File: config.mk
export PLATFORM = sky130hd
export DESIGN_NAME = radio_frame_joystick_drive
export DESIGN_NICKNAME = d
export VERILOG_FILES = /design/src/hw/rtl/rfjd_pkg.sv /design/src/hw/rtl/rfjd_parser.sv /design/src/hw/rtl/rfjd_drive.sv /design/src/hw/rtl/radio_frame_joystick_drive.sv
export VERILOG_INCLUDE_DIRS = /design/src /design/src/hw/rtl
export SDC_FILE = /design/constraint.sdc
export NUM_CORES = 1
export LEC_CHECK = 0
export BUFFER_PORTS_ARGS = -buffer_cell sky130_fd_sc_hd__buf_4
export CAP_MARGIN = 20
export CORE_MARGIN = 2
export CORE_UTILIZATION = 60
export CTS_CLUSTER_DIAMETER = 80
export CTS_CLUSTER_SIZE = 40
export DETAILED_ROUTE_END_ITERATION = 8
export PLACE_DENSITY = 0.85
export SYNTH_ARGS = -nofsm -noshare
export SYNTH_HDL_FRONTEND = slang
export SYNTH_SLANG_ARGS = --single-unit
File: constraint.sdc
create_clock -name clk -period 7.6 [get_ports clk]
set_input_delay 0.76 -clock clk [delete_from_list [all_inputs] [get_ports clk]]
set_output_delay 0.76 -clock clk [all_outputs]
set_load 0.03 [all_outputs]
File: src/hw/rtl/radio_frame_joystick_drive_macros.svh
// Assertion macros used by the top level of the radio frame joystick drive RTL.
`ifndef RADIO_FRAME_JOYSTICK_DRIVE_MACROS_SVH
`define RADIO_FRAME_JOYSTICK_DRIVE_MACROS_SVH

// Same-cycle implication, checked out of reset.
`define RFJD_ASSERT_NOW(lbl, ante, cons, msg) \
  lbl: assert property (@(posedge clk) disable iff (!rst_n) (ante) |-> (cons)) \
    else $error(msg);

// Next-cycle implication, checked out of reset.
`define RFJD_ASSERT_NEXT(lbl, ante, cons, msg) \
  lbl: assert property (@(posedge clk) disable iff (!rst_n) (ante) |=> (cons)) \
    else $error(msg);

`endif

File: src/hw/rtl/rfjd_pkg.sv
// Types and constants of the radio frame joystick drive.
package rfjd_pkg;

  localparam int unsigned AXIS_W = 10;

  localparam logic [7:0] START_BYTE  = 8'h7E;
  localparam logic [7:0] LEN_HI_BYTE = 8'h00;
  localparam logic [7:0] LEN_LO_BYTE = 8'h10;
  localparam logic [7:0] FRAME_TYPE  = 8'h83;
  localparam logic [7:0] CSUM_BASE   = 8'hFF;

  localparam logic [3:0] PAY_LAST     = 4'd14;
  localparam logic [3:0] IDX_DIGITAL  = 4'd8;
  localparam logic [3:0] IDX_AXIS1_HI = 4'd11;
  localparam logic [3:0] IDX_AXIS1_LO = 4'd12;
  localparam logic [3:0] IDX_AXIS2_HI = 4'd13;
  localparam logic [3:0] IDX_AXIS2_LO = 4'd14;
  localparam int unsigned DIGITAL_BIT = 3;

  localparam logic [AXIS_W-1:0] AXIS_MAX      = 10'd1023;
  localparam logic [AXIS_W-1:0] FWD_LIMIT_RST = 10'd400;
  localparam logic [AXIS_W-1:0] REV_LIMIT_RST = 10'd750;

  // Register index, taken from paddr bit 2.
  localparam logic REG_FORWARD_LIMIT = 1'b0;
  localparam logic REG_REVERSE_LIMIT = 1'b1;

  typedef enum logic [2:0] {
    PH_HUNT,
    PH_LEN_HI,
    PH_LEN_LO,
    PH_TYPE,
    PH_PAYLOAD,
    PH_CSUM
  } phase_t;

  typedef struct packed {
    logic              fire;
    logic              ok;
    logic              digital;
    logic [AXIS_W-1:0] axis_one;
    logic [AXIS_W-1:0] axis_two;
  } commit_t;

  // Big-endian word, clipped to the axis range.
  function automatic logic [AXIS_W-1:0] word_sat(input logic [7:0] hi, input logic [7:0] lo);
    logic [AXIS_W-1:0] w;
    w = {hi[1:0], lo};
    if (hi[7:2] != 6'd0) begin
      w = AXIS_MAX;
    end
    return w;
  endfunction

endpackage

File: src/hw/rtl/rfjd_parser.sv
// Frame parser: header match, checksum, payload staging and committed values.
module rfjd_parser (
  input  logic             clk,
  input  logic             rst_n,
  input  logic             accept,
  input  logic [7:0]       rx_byte,
  output logic             csum_phase,
  output rfjd_pkg::commit_t commit
);
  import rfjd_pkg::*;

  phase_t            phase_r, phase_nxt;
  logic [3:0]        idx_r, idx_nxt;
  logic [7:0]        sum_r, sum_nxt;
  logic              stage_dig_r;
  logic [7:0]        a1_hi_r, a1_lo_r, a2_hi_r, a2_lo_r;
  logic              kept_dig_r, kept_dig_nxt;
  logic [AXIS_W-1:0] kept_a1_r, kept_a1_nxt;
  logic [AXIS_W-1:0] kept_a2_r, kept_a2_nxt;
  logic              fire, ok;

  always_comb begin
    phase_nxt   = phase_r;
    idx_nxt     = idx_r;
    sum_nxt     = sum_r;
    kept_dig_nxt = kept_dig_r;
    kept_a1_nxt = kept_a1_r;
    kept_a2_nxt = kept_a2_r;
    fire        = 1'b0;
    ok          = 1'b0;
    if (accept) begin
      case (phase_r)
        PH_HUNT: begin
          if (rx_byte == START_BYTE) phase_nxt = PH_LEN_HI;
        end
        PH_LEN_HI: begin
          phase_nxt = (rx_byte == LEN_HI_BYTE) ? PH_LEN_LO : PH_HUNT;
        end
        PH_LEN_LO: begin
          phase_nxt = (rx_byte == LEN_LO_BYTE) ? PH_TYPE : PH_HUNT;
        end
        PH_TYPE: begin
          if (rx_byte == FRAME_TYPE) begin
            sum_nxt   = FRAME_TYPE;
            idx_nxt   = 4'd0;
            phase_nxt = PH_PAYLOAD;
          end else begin
            phase_nxt = PH_HUNT;
          end
        end
        PH_PAYLOAD: begin
          sum_nxt = sum_r + rx_byte;
          idx_nxt = idx_r + 4'd1;
          if (idx_r == PAY_LAST) phase_nxt = PH_CSUM;
        end
        PH_CSUM: begin
          phase_nxt = PH_HUNT;
          fire      = 1'b1;
          ok        = (rx_byte == (CSUM_BASE - sum_r));
          if (ok) begin
            kept_dig_nxt = stage_dig_r;
            kept_a1_nxt  = word_sat(a1_hi_r, a1_lo_r);
            kept_a2_nxt  = word_sat(a2_hi_r, a2_lo_r);
          end
        end
        default: begin
          phase_nxt = PH_HUNT;
        end
      endcase
    end
  end

  always_ff @(posedge clk) begin
    if (!rst_n) begin
      phase_r    <= PH_HUNT;
      idx_r      <= 4'd0;
      sum_r      <= 8'd0;
      kept_dig_r <= 1'b0;
      kept_a1_r  <= '0;
      kept_a2_r  <= '0;
    end else begin
      phase_r    <= phase_nxt;
      idx_r      <= idx_nxt;
      sum_r      <= sum_nxt;
      kept_dig_r <= kept_dig_nxt;
      kept_a1_r  <= kept_a1_nxt;
      kept_a2_r  <= kept_a2_nxt;
    end
  end

  // Stage the payload bytes that a good frame commits.
  always_ff @(posedge clk) begin
    if (accept && phase_r == PH_PAYLOAD) begin
      case (idx_r)
        IDX_DIGITAL:  stage_dig_r <= rx_byte[DIGITAL_BIT];
        IDX_AXIS1_HI: a1_hi_r <= rx_byte;
        IDX_AXIS1_LO: a1_lo_r <= rx_byte;
        IDX_AXIS2_HI: a2_hi_r <= rx_byte;
        IDX_AXIS2_LO: a2_lo_r <= rx_byte;
        default: begin
        end
      endcase
    end
  end

  assign csum_phase      = (phase_r == PH_CSUM);
  assign commit.fire     = fire;
  assign commit.ok       = ok;
  assign commit.digital  = kept_dig_nxt;
  assign commit.axis_one = kept_a1_nxt;
  assign commit.axis_two = kept_a2_nxt;

endmodule

File: src/hw/rtl/rfjd_drive.sv
// Drive decode and result register: bridge pin levels from committed axes.
module rfjd_drive (
  input  logic                      clk,
  input  logic                      rst_n,
  input  rfjd_pkg::commit_t         commit,
  input  logic [rfjd_pkg::AXIS_W-1:0] forward_limit,
  input  logic [rfjd_pkg::AXIS_W-1:0] reverse_limit,
  input  logic                      out_ready,
  output logic                      out_valid,
  output logic                      out_frame_valid,
  output logic                      out_left_in1,
  output logic                      out_left_in2,
  output logic                      out_right_in1,
  output logic                      out_right_in2,
  output logic                      out_magnet_on,
  output logic [rfjd_pkg::AXIS_W-1:0] out_axis_one,
  output logic [rfjd_pkg::AXIS_W-1:0] out_axis_two
);
  import rfjd_pkg::*;

  logic              valid_r, valid_nxt;
  logic              ok_r, l1_r, l2_r, r1_r, r2_r, mag_r;
  logic [AXIS_W-1:0] a1_r, a2_r;
  logic              one_below, one_above, two_below, two_above;
  logic              l1, l2, r1, r2;

  // Below the band wins; above only counts outside it.
  assign one_below = commit.axis_one < forward_limit;
  assign one_above = !one_below && (commit.axis_one > reverse_limit);
  assign two_below = commit.axis_two < forward_limit;
  assign two_above = !two_below && (commit.axis_two > reverse_limit);

  always_comb begin
    l1 = 1'b0;
    l2 = 1'b0;
    r1 = 1'b0;
    r2 = 1'b0;
    if (one_below) begin
      l2 = 1'b1;
      r2 = 1'b1;
    end else if (one_above) begin
      l1 = 1'b1;
      r1 = 1'b1;
    end else if (two_above) begin
      l2 = 1'b1;
      r1 = 1'b1;
    end else if (two_below) begin
      l1 = 1'b1;
      r2 = 1'b1;
    end
  end

  always_comb begin
    valid_nxt = valid_r;
    if (commit.fire) begin
      valid_nxt = 1'b1;
    end else if (out_ready) begin
      valid_nxt = 1'b0;
    end
  end

  always_ff @(posedge clk) begin
    if (!rst_n) begin
      valid_r <= 1'b0;
    end else begin
      valid_r <= valid_nxt;
    end
  end

  always_ff @(posedge clk) begin
    if (commit.fire) begin
      ok_r  <= commit.ok;
      l1_r  <= l1;
      l2_r  <= l2;
      r1_r  <= r1;
      r2_r  <= r2;
      mag_r <= !commit.digital;
      a1_r  <= commit.axis_one;
      a2_r  <= commit.axis_two;
    end
  end

  assign out_valid       = valid_r;
  assign out_frame_valid = ok_r;
  assign out_left_in1    = l1_r;
  assign out_left_in2    = l2_r;
  assign out_right_in1   = r1_r;
  assign out_right_in2   = r2_r;
  assign out_magnet_on   = mag_r;
  assign out_axis_one    = a1_r;
  assign out_axis_two    = a2_r;

endmodule

File: src/hw/rtl/radio_frame_joystick_drive.sv
// Top level of the radio frame joystick drive: register port, parser, drive decode.
//
//   channel  | handshake          | payload
//   ---------+--------------------+---------------------------------------------
//   in       | in_valid/in_ready  | in_rx_byte
//   out      | out_valid/out_ready| out_frame_valid, bridge pins, magnet, axes
//   cfg      | APB psel/penable   | forward_limit @0x0, reverse_limit @0x4
//
// One byte per cycle; a checksum byte yields its result in the next cycle from
// the result register. in_ready drops only while a result waits untaken and
// the parser sits on the checksum byte. Reset clears the parser, the committed
// values and the limits to 400 and 750; staged payload bytes are not reset.
module radio_frame_joystick_drive (
  input  logic                      clk,
  input  logic                      rst_n,
  input  logic                      in_valid,
  output logic                      in_ready,
  input  logic [7:0]                in_rx_byte,
  output logic                      out_valid,
  input  logic                      out_ready,
  output logic                      out_frame_valid,
  output logic                      out_left_in1,
  output logic                      out_left_in2,
  output logic                      out_right_in1,
  output logic                      out_right_in2,
  output logic                      out_magnet_on,
  output logic [rfjd_pkg::AXIS_W-1:0] out_axis_one,
  output logic [rfjd_pkg::AXIS_W-1:0] out_axis_two,
  input  logic                      psel,
  input  logic                      penable,
  input  logic                      pwrite,
  input  logic [2:0]                paddr,
  input  logic [31:0]               pwdata,
  output logic [31:0]               prdata,
  output logic                      pready
);
  import rfjd_pkg::*;
  `include "radio_frame_joystick_drive_macros.svh"

  logic [AXIS_W-1:0] fwd_limit_r, fwd_limit_nxt;
  logic [AXIS_W-1:0] rev_limit_r, rev_limit_nxt;
  logic              cfg_write;
  logic              csum_phase;
  logic              accept;
  commit_t           commit;

  assign pready    = 1'b1;
  assign cfg_write = psel && penable && pwrite;

  always_comb begin
    fwd_limit_nxt = fwd_limit_r;
    rev_limit_nxt = rev_limit_r;
    if (cfg_write) begin
      case (paddr[2])
        REG_FORWARD_LIMIT: fwd_limit_nxt = pwdata[AXIS_W-1:0];
        REG_REVERSE_LIMIT: rev_limit_nxt = pwdata[AXIS_W-1:0];
        default: begin
        end
      endcase
    end
  end

  always_ff @(posedge clk) begin
    if (!rst_n) begin
      fwd_limit_r <= FWD_LIMIT_RST;
      rev_limit_r <= REV_LIMIT_RST;
    end else begin
      fwd_limit_r <= fwd_limit_nxt;
      rev_limit_r <= rev_limit_nxt;
    end
  end

  always_comb begin
    case (paddr[2])
      REG_FORWARD_LIMIT: prdata = {{(32-AXIS_W){1'b0}}, fwd_limit_r};
      REG_REVERSE_LIMIT: prdata = {{(32-AXIS_W){1'b0}}, rev_limit_r};
      default:           prdata = 32'd0;
    endcase
  end

  // Hold only the checksum byte while a result is still waiting.
  assign in_ready = !csum_phase || !out_valid || out_ready;
  assign accept   = in_valid && in_ready;

  rfjd_parser u_parser (
    .clk        (clk),
    .rst_n      (rst_n),
    .accept     (accept),
    .rx_byte    (in_rx_byte),
    .csum_phase (csum_phase),
    .commit     (commit)
  );

  rfjd_drive u_drive (
    .clk             (clk),
    .rst_n           (rst_n),
    .commit          (commit),
    .forward_limit   (fwd_limit_r),
    .reverse_limit   (rev_limit_r),
    .out_ready       (out_ready),
    .out_valid       (out_valid),
    .out_frame_valid (out_frame_valid),
    .out_left_in1    (out_left_in1),
    .out_left_in2    (out_left_in2),
    .out_right_in1   (out_right_in1),
    .out_right_in2   (out_right_in2),
    .out_magnet_on   (out_magnet_on),
    .out_axis_one    (out_axis_one),
    .out_axis_two    (out_axis_two)
  );

  `RFJD_ASSERT_NOW(a_bridge_no_short, out_valid, !(out_left_in1 && out_left_in2) && !(out_right_in1 && out_right_in2), "bridge input pair driven high together")
  `RFJD_ASSERT_NOW(a_sides_together, out_valid, (out_left_in1 || out_left_in2) == (out_right_in1 || out_right_in2), "only one motor side driven")
  `RFJD_ASSERT_NEXT(a_no_spurious_item, !accept && !out_valid, !out_valid, "result item without an accepted byte")

endmodule

* After elaboration in Yosys (flattened, before gate mapping)
Cells that the tools add are included.
** Cells by class
- Reductions and logical operators :: 29
- Bitwise logic cells :: 1
- Multipliers :: 0
- Add/subtract/negate cells :: 3
- $lt $le $gt $ge :: 4
- Equal/unequal tests :: 17
- Shift operators :: 0
- Div/mod/pow operators :: 0
- Muxes and demuxes :: 33
** Operator list (number)
- $mux W10 :: 8
- $pmux W32 S2 :: 1
- $eq A4 B4 Y1 const B :: 5
- $gt A10 B10 Y1 :: 2
- $lt A10 B10 Y1 :: 2
- $pmux W8 S2 :: 1
- $reduce_and A2 Y1 :: 8
- $pmux W3 S5 :: 1
- $mux W1 :: 14
- $reduce_bool A6 Y1 :: 2
- $mux W3 :: 3
- $add A8 B8 Y8 :: 1
- $eq A8 B5 Y1 const B :: 1
- $eq A8 B7 Y1 const B :: 1
- $eq A8 B8 Y1 :: 1
- $eq A8 B8 Y1 const B :: 1
- $logic_not A8 Y1 :: 1
- $mux W8 :: 1
- $pmux W4 S2 :: 1
- $sub A8 B8 Y8 const A :: 1
- $eq A3 B2 Y1 const B :: 2
- $eq A3 B3 Y1 const B :: 2
- $logic_and A1 B1 Y1 :: 6
- $ne A2 B1 Y1 const B :: 3
- other kinds (10) :: 18
** Word-level totals
- Latch bits :: 0
- Output and inout bits :: 61
- Memories :: 0
- Word-level logic and storage cells :: 109
- Memory bits (writable) :: 0
- Bits in registers :: 116
- Memory bits (read-only) :: 0
- Bits of input ports :: 50

* Logic depth before layout (Yosys ltp)
Gate-level depths: netlist (run 1).
- Word-level depth :: 11
- Gate-level depth with buffers :: 14

* By module
A second synthesis (run 1) with hierarchy kept.
** Second synthesis, totals
- Cells, all modules :: 563
- Area total of the unflattened synthesis :: 6104.6 µm²
** Modules (own cells, without submodules)
- rfjd_parser :: seq. area each 1711.6 µm², cells each 292, area an instance 3189.3 µm², instances 1
- rfjd_drive :: seq. area each 800.8 µm², cells each 147, area an instance 1754.2 µm², instances 1
- radio_frame_joystick_drive :: seq. area each 400.4 µm², cells each 124, area an instance 1161.1 µm², instances 1

* Least setup slack after synthesis (run 1)
OpenSTA, ideal clock, no wires.
- Kind :: input to register
- Start point :: input in_rx_byte[5]
- End point :: register u_drive.l2_r (netlist: u_drive.out_left_in2) (data pin)
- Required time :: 7.346 ns
- Arrival :: 3.428 ns
- Cell stages on the path :: 13
- Slack :: 3.919 ns
- Cell sequence :: ha_1 > nand4_1 > or3_4 > nor2_8 > buf_4 > nor2_1 > a21oi_2 > ha_1 > a21oi_1 > o21ai_0 > a2111oi_0 > a21oi_1 > a21o_1
** RTL lines
- start, declared :: line radio_frame_joystick_drive.sv:18 : input logic [7:0] in_rx_byte,
- end signal, assigned :: line rfjd_drive.sv:74 : l2_r <= l2;
- end, declared :: line rfjd_drive.sv:22 : logic ok_r, l1_r, l2_r, r1_r, r2_r, mag_r;

==> qor.yml, run 1 <==
outcome:
  status: "completed"
critical_path:
  r2r_setup_slack_ns: 3.42
  critPathLaunchType: "primary input"
  r2r-end: "u_drive.out_left_in2"
  criticalPathCategory: "in -> reg"
  crit_required_ns: 7.87
  cp_data_arrival_time_ns: 4.54
  reg2reg_depth: 12
  crit_path_end_kind: "flip-flop"
  r2r_start: "u_parser.sum_r[5]"
  cp_max_fo: 37
floorplan:
  initial_core_util_pct: 60.9
  die_area_um2: 10600
  placeableCoreArea_um2: 9590
  rows: 36
  dieHeight_um: 103
  die-width_um: 103
  ioPinCount: 111
hold_path:
  hold_depth: 2
  hp-class: "reg -> reg"
  min_from: "fwd_limit_r[5]"
  min_to: "fwd_limit_r[5]"
synth:
  synth_edf_count: 59
  netlist_instances: 567
  ys.flop_type: "edfxtp_1"
  synth-seq-cells: 116
  synth_common_cells: "59 x edfxtp_1, 59 x nor2_1, 57 x dfxtp_1"
  synth.yosys.seq_area_share_pct: 49.8
  avgSynthCellArea_um2: 10.3
  synth_area_leader_cell: "edfxtp_1"
  yosys.area.top_type_share_pct: 30.3
  ys_types: 59
  synth_area_leaders: "edfxtp_1 30%, dfxtp_1 20%, ha_1 10%"
  ys_warn_count: 0
  syn_area_um2: 5850
  synthArstFlopShare_pct: 0
clocking:
  cts_setup_buffers: 0
  numCtsBuffers: 17
  cts_root_buf: "clkbuf_8"
  post_cts_resized: 0
  clkTransAtPathRegs_ns: 0.05
  cts_tree: "yes"
  cts_buffer_depth: 2
  htree_levels: 4
  cts_hold_buf: 0
  clk_latency_ns: 0.53
  cts_sinks: 116
timing:
  hold_violations: 0
  fin_worst_skew_ns: 0.0133
  holdWs_ns: 0.467
  tightest_slew_ns: 0.873
  finalCriticalPeriod_ns: 4.27
  drv_slew: 0
  min_period_over_period_pct: 56.2
  clock.fmax_mhz: 234
  setup_viol: 0
  maxSlewHeadroom_pct: 41.6
  tns_ns: 0
  rsz0062_at_grt: "no"
global_route:
  grt_overflow: 0
  grt_pass1_wl_um: 21200
  antenna_found_initial: 0
  grt_pass1_vias: 4365
  grt.total_usage_pct: 26.9
  grt_max_degree: 60
power:
  vdd_ir_drop_max_mv: 0.158
  p_int_w: 0.00114
  clkPwrFrac_pct: 50.1
  power_leakage_nw: 2.93
  seqPwrFrac_pct: 44.5
  p_switching_w: 0.000338
  power.switching_fraction_pct: 22.8
  p_per_area_nw_per_um2: 215
  combinationalPowerShare_pct: 5.4
job:
  drv_cap: 0
placed_design:
  routabilityCongestion: 0.870
  portBuffers: 63
  hpwl_um: 9030
detailed_routing:
  wl_per_cell_um: 17.2
  ant_nets: 0
  totalWireLength_um: 13400
  drtIter0Drc: 284
  remaining_drc_errors: 0
  via_per_inst: 5.66
  via_count: 4410
  first_pass_iters: 6
finish:
  nets: 733
  drive_above_1_share_pct: 18.1
  syn_to_final_growth_pct: 17.7
  antennaDiodeCount: 0
[cell families after synthesis]
family / Yosys count / share of synthesized area, %
AO/OA/AOI/OAI: 121 / 14.3
XOR/XNOR: 5 / 0.749
flip-flops: 116 / 49.8
buffers and inverters: 69 / 6.18
multiplexers: 2 / 0.364
adder cells (fa/ha/maj): 50 / 10.8
other: 2 / 0.128
AND/OR/NAND/NOR: 202 / 17.7
[worst max-delay path: stages]
cell and delay (ns):
buf_4 0.15, ha_1 0.38, nand4_1 0.15, or3_4 0.46, nor2_8 0.47, nor2_1 0.12, a21oi_2 0.25, ha_1 0.30
a21oi_1 0.14, o21ai_0 0.16, a2111oi_0 0.70, a21oi_1 0.25, a21o_1 0.22
[through the flow]
stage / utilization (%) / cell area, um2 / total power [W] / cells / setup slack (ns)
3_5_place_dp: 65.9 / 6320 / 0.000750 / 746 / 2.94
6_report: 71.7 / 6880 / 0.00148 / 779 / 3.33
2_1_floorplan: - / 5930 / 0.000731 / 588 / 3.92
3_3_place_gp: 65.9 / 6320 / 0.000748 / 746 / 3.06
5_1_grt: 71.7 / 6880 / 0.00153 / 779 / 3.15
4_1_cts: 71.6 / 6870 / 0.00149 / 778 / 3.41
[state kept, by name, indices dropped and copies added, names as in the netlist, 3 cells and up]
register and count:
fwd_limit_r 10, rev_limit_r 10, u_drive.out_axis_one 10, u_drive.out_axis_two 10, u_parser.a1_hi_r 8, u_parser.a1_lo_r 8
u_parser.a2_hi_r 8, u_parser.a2_lo_r 8, u_parser.idx_r 4, u_parser.kept_a1_r 10, u_parser.kept_a2_r 10, u_parser.phase_r 3
u_parser.sum_r 8
[routing by layer]
layer	routed length, um	vias up	track usage [%]
li1	-	2114	-
met1	5280	2081	32.3
met2	6800	176	45.7
met3	908	39	6.64
met4	388	0	12.2
met5	0	-	0
[final cells by class]
cell class	instances	area (um2)
flip-flops and latches	116	2910
fillers	662	2710
multi-input cells	403	2650
repair buffers	64	480
clock buffers	17	414
well taps	133	166
clock inverters	15	140
inverters	31	116
[worst max-delay path by stage]
stage                  start  cells after the start              endpoint  slack (ns)
4_1_cts        in_rx_byte[5]                     13  u_drive.out_left_in2        3.41
6_report       in_rx_byte[5]                     13  u_drive.out_left_in2        3.33
3_3_place_gp   in_rx_byte[5]                     13  u_drive.out_left_in2        3.06
5_1_grt        in_rx_byte[5]                     13  u_drive.out_left_in2        3.15
2_1_floorplan  in_rx_byte[5]                     13  u_drive.out_left_in2        3.92
3_5_place_dp   in_rx_byte[5]                     13  u_drive.out_left_in2        2.94
[layout by cell type, fill, tap and decap left out, drive strengths merged, types with 12 or more instances in the layout]
cell    count
edfxtp     59
clkbuf     17
conb       23
nor2b      13
inv        32
and2       21
nand3      12
a21oi      42
buf        64
ha         49
dfxtp      57
o21ai      23
o211ai     12
nand2      55
a21boi     14
nor2       60
[power groups by stage]
stage / logic (W) / clock network (W) / registers [W]
floorplan: 0.0000590 / 0 / 0.000672
global placement: 0.0000763 / 0 / 0.000672
detailed placement: 0.0000784 / 0 / 0.000672
CTS: 0.0000795 / 0.000747 / 0.000659
global route: 0.0000865 / 0.000780 / 0.000659
finish: 0.0000804 / 0.000742 / 0.000659
(Power assumes the default switching activity.)
==> run 2: changes to the inputs <==
--- a/config.mk
+++ b/config.mk
@@ -9,11 +9,11 @@
 export BUFFER_PORTS_ARGS = -buffer_cell sky130_fd_sc_hd__buf_4
 export CAP_MARGIN = 20
 export CORE_MARGIN = 2
-export CORE_UTILIZATION = 60
+export CORE_UTILIZATION = 50
 export CTS_CLUSTER_DIAMETER = 80
 export CTS_CLUSTER_SIZE = 40
 export DETAILED_ROUTE_END_ITERATION = 8
-export PLACE_DENSITY = 0.85
+export PLACE_DENSITY = 0.76
 export SYNTH_ARGS = -nofsm -noshare
 export SYNTH_HDL_FRONTEND = slang
 export SYNTH_SLANG_ARGS = --single-unit
==> constraint.sdc (replaced) <==
create_clock -name clk -period 3.8 [get_ports clk]
set_input_delay 0.38 -clock clk [delete_from_list [all_inputs] [get_ports clk]]
set_output_delay 0.38 -clock clk [all_outputs]
set_load 0.03 [all_outputs]
==> run 2 against run 1 <==
  * Sequential power up 100%
  * Setup slack worse by 3.2 ns
  * Final area up 3.9%
  * Global-route usage down 4.8 points
  * Clock power up 130%
  * Die area up 19%
  * Combinational power up 110%
  * Largest cell class unchanged
  * Largest power group unchanged
==> qor.yml, run 2 (synthesis results as in run 1) <==
global_route:
  grt_pass1_wl_um: 21200  # -0.13%
  grt_overflow: 0  # unchanged
  grt_max_degree: 60  # unchanged
  grt_pass1_vias: 4296  # -1.6%
  grt.total_usage_pct: 22.1  # -4.8 points
  antenna_found_initial: 0  # unchanged
detailed_routing:
  wl_per_cell_um: 17.0  # -0.97%
  ant_nets: 0  # unchanged
  first_pass_iters: 5  # -1
  via_count: 4462  # +1.2%
  drtIter0Drc: 355  # +25%
  via_per_inst: 5.49  # -3.1%
  totalWireLength_um: 13800  # +3.4%
  remaining_drc_errors: 0  # unchanged
critical_path:
  crit_required_ns: 3.98  # -3.89 ns
  criticalPathCategory: "reg -> reg"
  reg2reg_depth: 13  # +1
  cp_data_arrival_time_ns: 3.81  # -0.73 ns
  cp_max_fo: 12  # -68%
  cp_cell_sequence: "ha_1 > nand4_1 > or3_4 > nor2_8 > buf_4 > nor2_1 > a21oi_2 > ha_1 > a21o_1 > a211o_1 > o21ai_0 > nor2_1 > a21o_1"
  critPathSlowestCell: "or3_4"
  slowest_delay_ns: 0.48  # -0.22 ns
  crit_path_end_kind: "flip-flop"
  critPathLaunchType: "flip-flop"
clocking:
  htree_levels: 4  # unchanged
  cts_tree: "yes"
  cts_buffer_depth: 2  # unchanged
  clk_latency_ns: 0.42  # -0.11 ns
  cts_sinks: 116  # unchanged
  cts_root_buf: "clkbuf_16"
  cts_setup_buffers: 0  # unchanged
  numCtsBuffers: 17  # unchanged
  cts_hold_buf: 0  # unchanged
  clkTransAtPathRegs_ns: 0.06  # about the same
outcome:
  status: "completed"
placed_design:
  placed_area_um2: 6500  # +2.9%
  place_inst: 779  # +4.4%
  portBuffers: 63  # unchanged
  routabilityCongestion: 0.983  # +13%
  hpwl_um: 9860  # +9.2%
floorplan:
  die-width_um: 112  # +9.2%
  placeableCoreArea_um2: 11400  # +19%
  initial_core_util_pct: 51.2  # -9.7 points
  dieHeight_um: 112  # +9.2%
  die_area_um2: 12600  # +19%
  rows: 39  # +8.3%
  ioPinCount: 111  # unchanged
finish:
  fillers: 920  # +39%
  final_area_um2: 7150  # +3.9%
  final_common_cell: "buf_4"
  nets: 757  # +3.3%
  layout_common_cells: "87 x buf_4, 59 x nor2_1, 59 x edfxtp_1, 57 x dfxtp_1, 55 x nand2_1"
  antennaDiodeCount: 0  # unchanged
  fin_util_pct: 62.6  # -9.1 points
  drive_above_1_share_pct: 21.6  # +3.5 points
  syn_to_final_growth_pct: 22.3
  stdcell_count: 813  # +4.4%
timing:
  drv_slew: 0  # unchanged
  clock.fmax_mhz: 275
  setup_viol: 0  # unchanged
  min_period_over_period_pct: 95.6
  rsz0062_at_grt: "no"
  tightest_slew_ns: 0.853  # -0.0200 ns
  fin_worst_skew_ns: 0.00944  # -0.00390 ns
  hold_violations: 0  # unchanged
  maxSlewHeadroom_pct: 42.9  # +1.3 points
  finalCriticalPeriod_ns: 3.63
hold_path:
  hp-class: "in -> reg"
  hold_depth: 3  # +1
power:
  power.total_w: 0.00315  # +110%
  p_per_area_nw_per_um2: 441  # +100%
  power_leakage_nw: 3.09  # +5.2%
  vdd_ir_drop_max_mv: 0.392  # +150%
job:
  drv_cap: 0  # unchanged
[run 2: routing by layer]
| metal | track usage, % | vias to the layer above | routed length, um |
|---|---|---|---|
| met3 | 6.21 | 44 | 798 |
| met5 | 0 | - | 0 |
| met1 | 27.1 | 2089 | 5850 |
| li1 | - | 2157 | - |
| met4 | 12.5 | 0 | 563 |
| met2 | 35.1 | 172 | 6610 |
[run 2: where the power goes]
part,switching (W),total [W],internal [W]
logic,0.000113,0.000168,0.0000555
clock network,0.000621,0.00167,0.00105
registers,0.00000303,0.00132,0.00131
total,0.000737,0.00315,0.00242
[run 2: per-stage QoR]
step | setup WS, ns | hold slack (ns) | TNS, ns
detailed placement | -0.172 | 0.459 | -0.307
floorplan | 0.499 | 0.443 | 0
CTS | 0.114 | 0.183 | 0
global placement | -0.0392 | 0.452 | -0.0392
global route | 0.0425 | 0.196 | 0
finish | 0.167 | 0.187 | 0
[run 2: worst max-delay path, delay by kind of cell, from the launching register on]
kind,cells,cell delay (ns)
and+or+nand+nor,5,1.01
buffers and inverters,1,0.21
DFF,1,0.34
AOI/OAI and AO/OA,5,1.21
adders and majority gates,2,0.60
[run 2: cell type report]
cell class	count	area, um2	share of cell area [%]
inverter	31	116	1.63
tap	143	179	2.50
clock inverter	15	193	2.70
clock buffer	17	425	5.95
multi-input combinational	404	2670	37.3
sequential	116	2910	40.7
timing repair buffer	87	653	9.14
[run 2: final timing paths]
check | startpoint | to | slack, ns
max | u_parser.sum_r[1] | u_drive.out_left_in2 | 0.17
min | pwdata[7] | rev_limit_r[7] | 0.19
max reg2reg | u_parser.sum_r[1] | u_drive.out_left_in2 | 0.17
min reg2reg | fwd_limit_r[3] | fwd_limit_r[3] | 0.47
[run 2: repair_timing]
| action | CTS | global route |
|---|---|---|
| hold endpoints to repair | 0 | 0 |
| pin swaps | 0 | 1 |
| gates cloned | 0 | 1 |
| setup endpoints to repair | 1 | 4 |
| resized for setup | 1 | 1 |
==> run 3: changes to the inputs <==
--- a/config.mk
+++ b/config.mk
@@ -8,7 +8,6 @@
 export LEC_CHECK = 0
 export BUFFER_PORTS_ARGS = -buffer_cell sky130_fd_sc_hd__buf_4
 export CAP_MARGIN = 20
-export CORE_MARGIN = 2
 export CORE_UTILIZATION = 50
 export CTS_CLUSTER_DIAMETER = 80
 export CTS_CLUSTER_SIZE = 40
==> run 3 against run 2 <==
  * Sequential share of layout area grew 0.43 points
  * Total power shrank 2.2%
  * Non-clock buffer count fell by 10
  * Combinational power is essentially flat
  * Final area down 1.0%
  * Clock-buffer cell count grew 2
  * Critical path depth rose by 1
  * Final cell count decreased by 1.4%
  * Clock power fell by 4%
  * Global-route usage is 1.4 points higher
  * Utilization decreased by 0.65 points
  * Critical path type unchanged
  * Critical endpoint unchanged
  * Largest cell class unchanged
  * Highest routed layer unchanged
==> qor.yml, run 3 (synthesis results as in run 1) <==
global_route:
  grt_pass1_vias: 4333  # +0.86%
  grt_pass1_wl_um: 21000  # -1.1%
  grt_overflow: 0  # unchanged
  antenna_found_initial: 0  # unchanged
  grt_max_degree: 60  # unchanged
  grt.total_usage_pct: 23.5  # +1.4 points
finish:
  fin_util_pct: 62.0  # -0.65 points
  nets: 746  # -1.5%
  final_area_um2: 7070  # -1.0%
  final_common_cell: "buf_4"
  syn_to_final_growth_pct: 21.0
  layout_common_cells: "75 x buf_4, 59 x nor2_1, 59 x edfxtp_1, 57 x dfxtp_1, 55 x nand2_1"
  drive_above_1_share_pct: 20.2  # -1.5 points
  antennaDiodeCount: 0  # unchanged
  stdcell_count: 802  # -1.4%
  fillers: 899  # -2.3%
detailed_routing:
  remaining_drc_errors: 0  # unchanged
  via_per_inst: 5.55  # +1.2%
  first_pass_iters: 5  # unchanged
  via_count: 4454  # -0.18%
  ant_nets: 0  # unchanged
  totalWireLength_um: 13200  # -4.4%
  wl_per_cell_um: 16.5  # -3.1%
  drtIter0Drc: 310  # -13%
critical_path:
  cp_data_arrival_time_ns: 3.75  # -0.06 ns
  r2r_start: "u_parser.sum_r[1]"
  crit_required_ns: 3.97  # about the same
  r2r_setup_slack_ns: 0.22  # +0.05 ns
  criticalPathCategory: "reg -> reg"
  crit_path_end_kind: "flip-flop"
  r2r-end: "u_drive.out_left_in2"
  cp_max_fo: 22  # +10
  reg2reg_depth: 14  # +1
  critPathLaunchType: "flip-flop"
floorplan:
  initial_core_util_pct: 51.2  # unchanged
  die_area_um2: 12100  # -3.5%
  rows: 39  # unchanged
  dieHeight_um: 110  # -1.8%
  die-width_um: 110  # -1.8%
  ioPinCount: 111  # unchanged
  placeableCoreArea_um2: 11400  # unchanged
timing:
  min_period_over_period_pct: 94.2  # -1.4 points
  setup_ws_ns: 0.221  # +0.0544 ns
  clock.fmax_mhz: 279  # +1.5%
  tightest_slew_ns: 1.04  # +0.186 ns
  finalCriticalPeriod_ns: 3.58  # -0.0544 ns
  fin_worst_skew_ns: 0.0117  # +0.00226 ns
  setup_viol: 0  # unchanged
  maxSlewHeadroom_pct: 30.5  # -12 points
  drv_slew: 0  # unchanged
  hold_violations: 0  # unchanged
  holdWs_ns: 0.199  # +0.0125 ns
placed_design:
  placed_area_um2: 6460  # -0.65%
  dp_slack_ns: 0.0433  # +0.215 ns
  portBuffers: 63  # unchanged
  hpwl_um: 9470  # -4.0%
  place_inst: 770  # -1.2%
  routabilityCongestion: 0.894  # -9.1%
hold_path:
  hp-class: "in -> reg"
  hold_depth: 3  # unchanged
  min_to: "fwd_limit_r[7]"
  min_from: "pwdata[7]"
clocking:
  cts_tree: "yes"
  cts_buffer_depth: 2  # unchanged
  numCtsBuffers: 17  # unchanged
  cts_sinks: 116  # unchanged
  cts_root_buf: "clkbuf_16"
  htree_levels: 4  # unchanged
  clkTransAtPathRegs_ns: 0.05  # about the same
  clk_latency_ns: 0.42  # about the same
power:
  power_leakage_nw: 3.03  # -1.7%
  p_per_area_nw_per_um2: 436  # -1.2%
  vdd_ir_drop_max_mv: 0.381  # -2.6%
outcome:
  status: "completed"
job:
  drv_cap: 0  # unchanged
## run 3: layout make-up
class,instances,area [um2],area share (%)
Inverter,31,116,1.64
Timing Repair Buffer,77,603,8.52
Sequential cell,116,2910,41.2
Clock buffer,19,464,6.56
Multi-Input combinational cell,403,2650,37.5
Clock inverter,13,146,2.07
Tap cell,143,179,2.53
## run 3: stage by stage
step | TNS, ns | power (W)
3_3_place_gp | 0 | 0.00150
4_1_cts | 0 | 0.00310
2_1_floorplan | 0 | 0.00146
5_1_grt | -0.0383 | 0.00317
3_5_place_dp | 0 | 0.00151
6_report | 0 | 0.00308
## run 3: worst max path at each step
stage	startpoint	endpoint	cells after the start
2_1_floorplan	in_rx_byte[5]	u_drive.out_left_in2	13
3_3_place_gp	in_rx_byte[0]	u_drive.out_left_in2	15
3_5_place_dp	in_rx_byte[0]	u_drive.out_left_in2	15
4_1_cts	u_parser.sum_r[1]	u_drive.out_left_in2	14
5_1_grt	u_parser.sum_r[1]	u_drive.out_left_in2	14
6_report	u_parser.sum_r[1]	u_drive.out_left_in2	14
## run 3: power by group
group,switching (W),internal [W]
combinational,0.000112,0.0000536
clock,0.000575,0.00103
sequential,0.00000286,0.00132
## run 3: what timing repair did
item | in CTS | in global routing
hold endpoints to repair | 0 | 0
setup endpoints to repair | 0 | 2
resized for setup | 0 | 2
hold buffers | 0 | 0
setup buffers | 0 | 0
## run 3: layer usage
| metal | share of wire (%) | up-vias | GRT usage [%] | routed length (um) |
|---|---|---|---|---|
| met5 | 0 | - | 0 | 0 |
| met4 | 2.8 | 0 | 10.6 | 373 |
| met3 | 6.0 | 36 | 5.76 | 793 |
| met2 | 52 | 164 | 41.0 | 6830 |
| met1 | 39 | 2109 | 27.2 | 5210 |
| li1 | - | 2145 | - | - |
## run 3: critical path, cell delays in order (launching register included)
cell	delay (ns)
dfxtp_1	0.34
ha_1	0.32
nand4_1	0.13
or3_4	0.46
nor2_8	0.15
buf_12	0.18
nor2_1	0.06
a21oi_2	0.23
ha_1	0.30
a21oi_1	0.15
o21ai_0	0.16
a2111oi_1	0.37
buf_4	0.19
a21oi_1	0.10
a21o_1	0.18
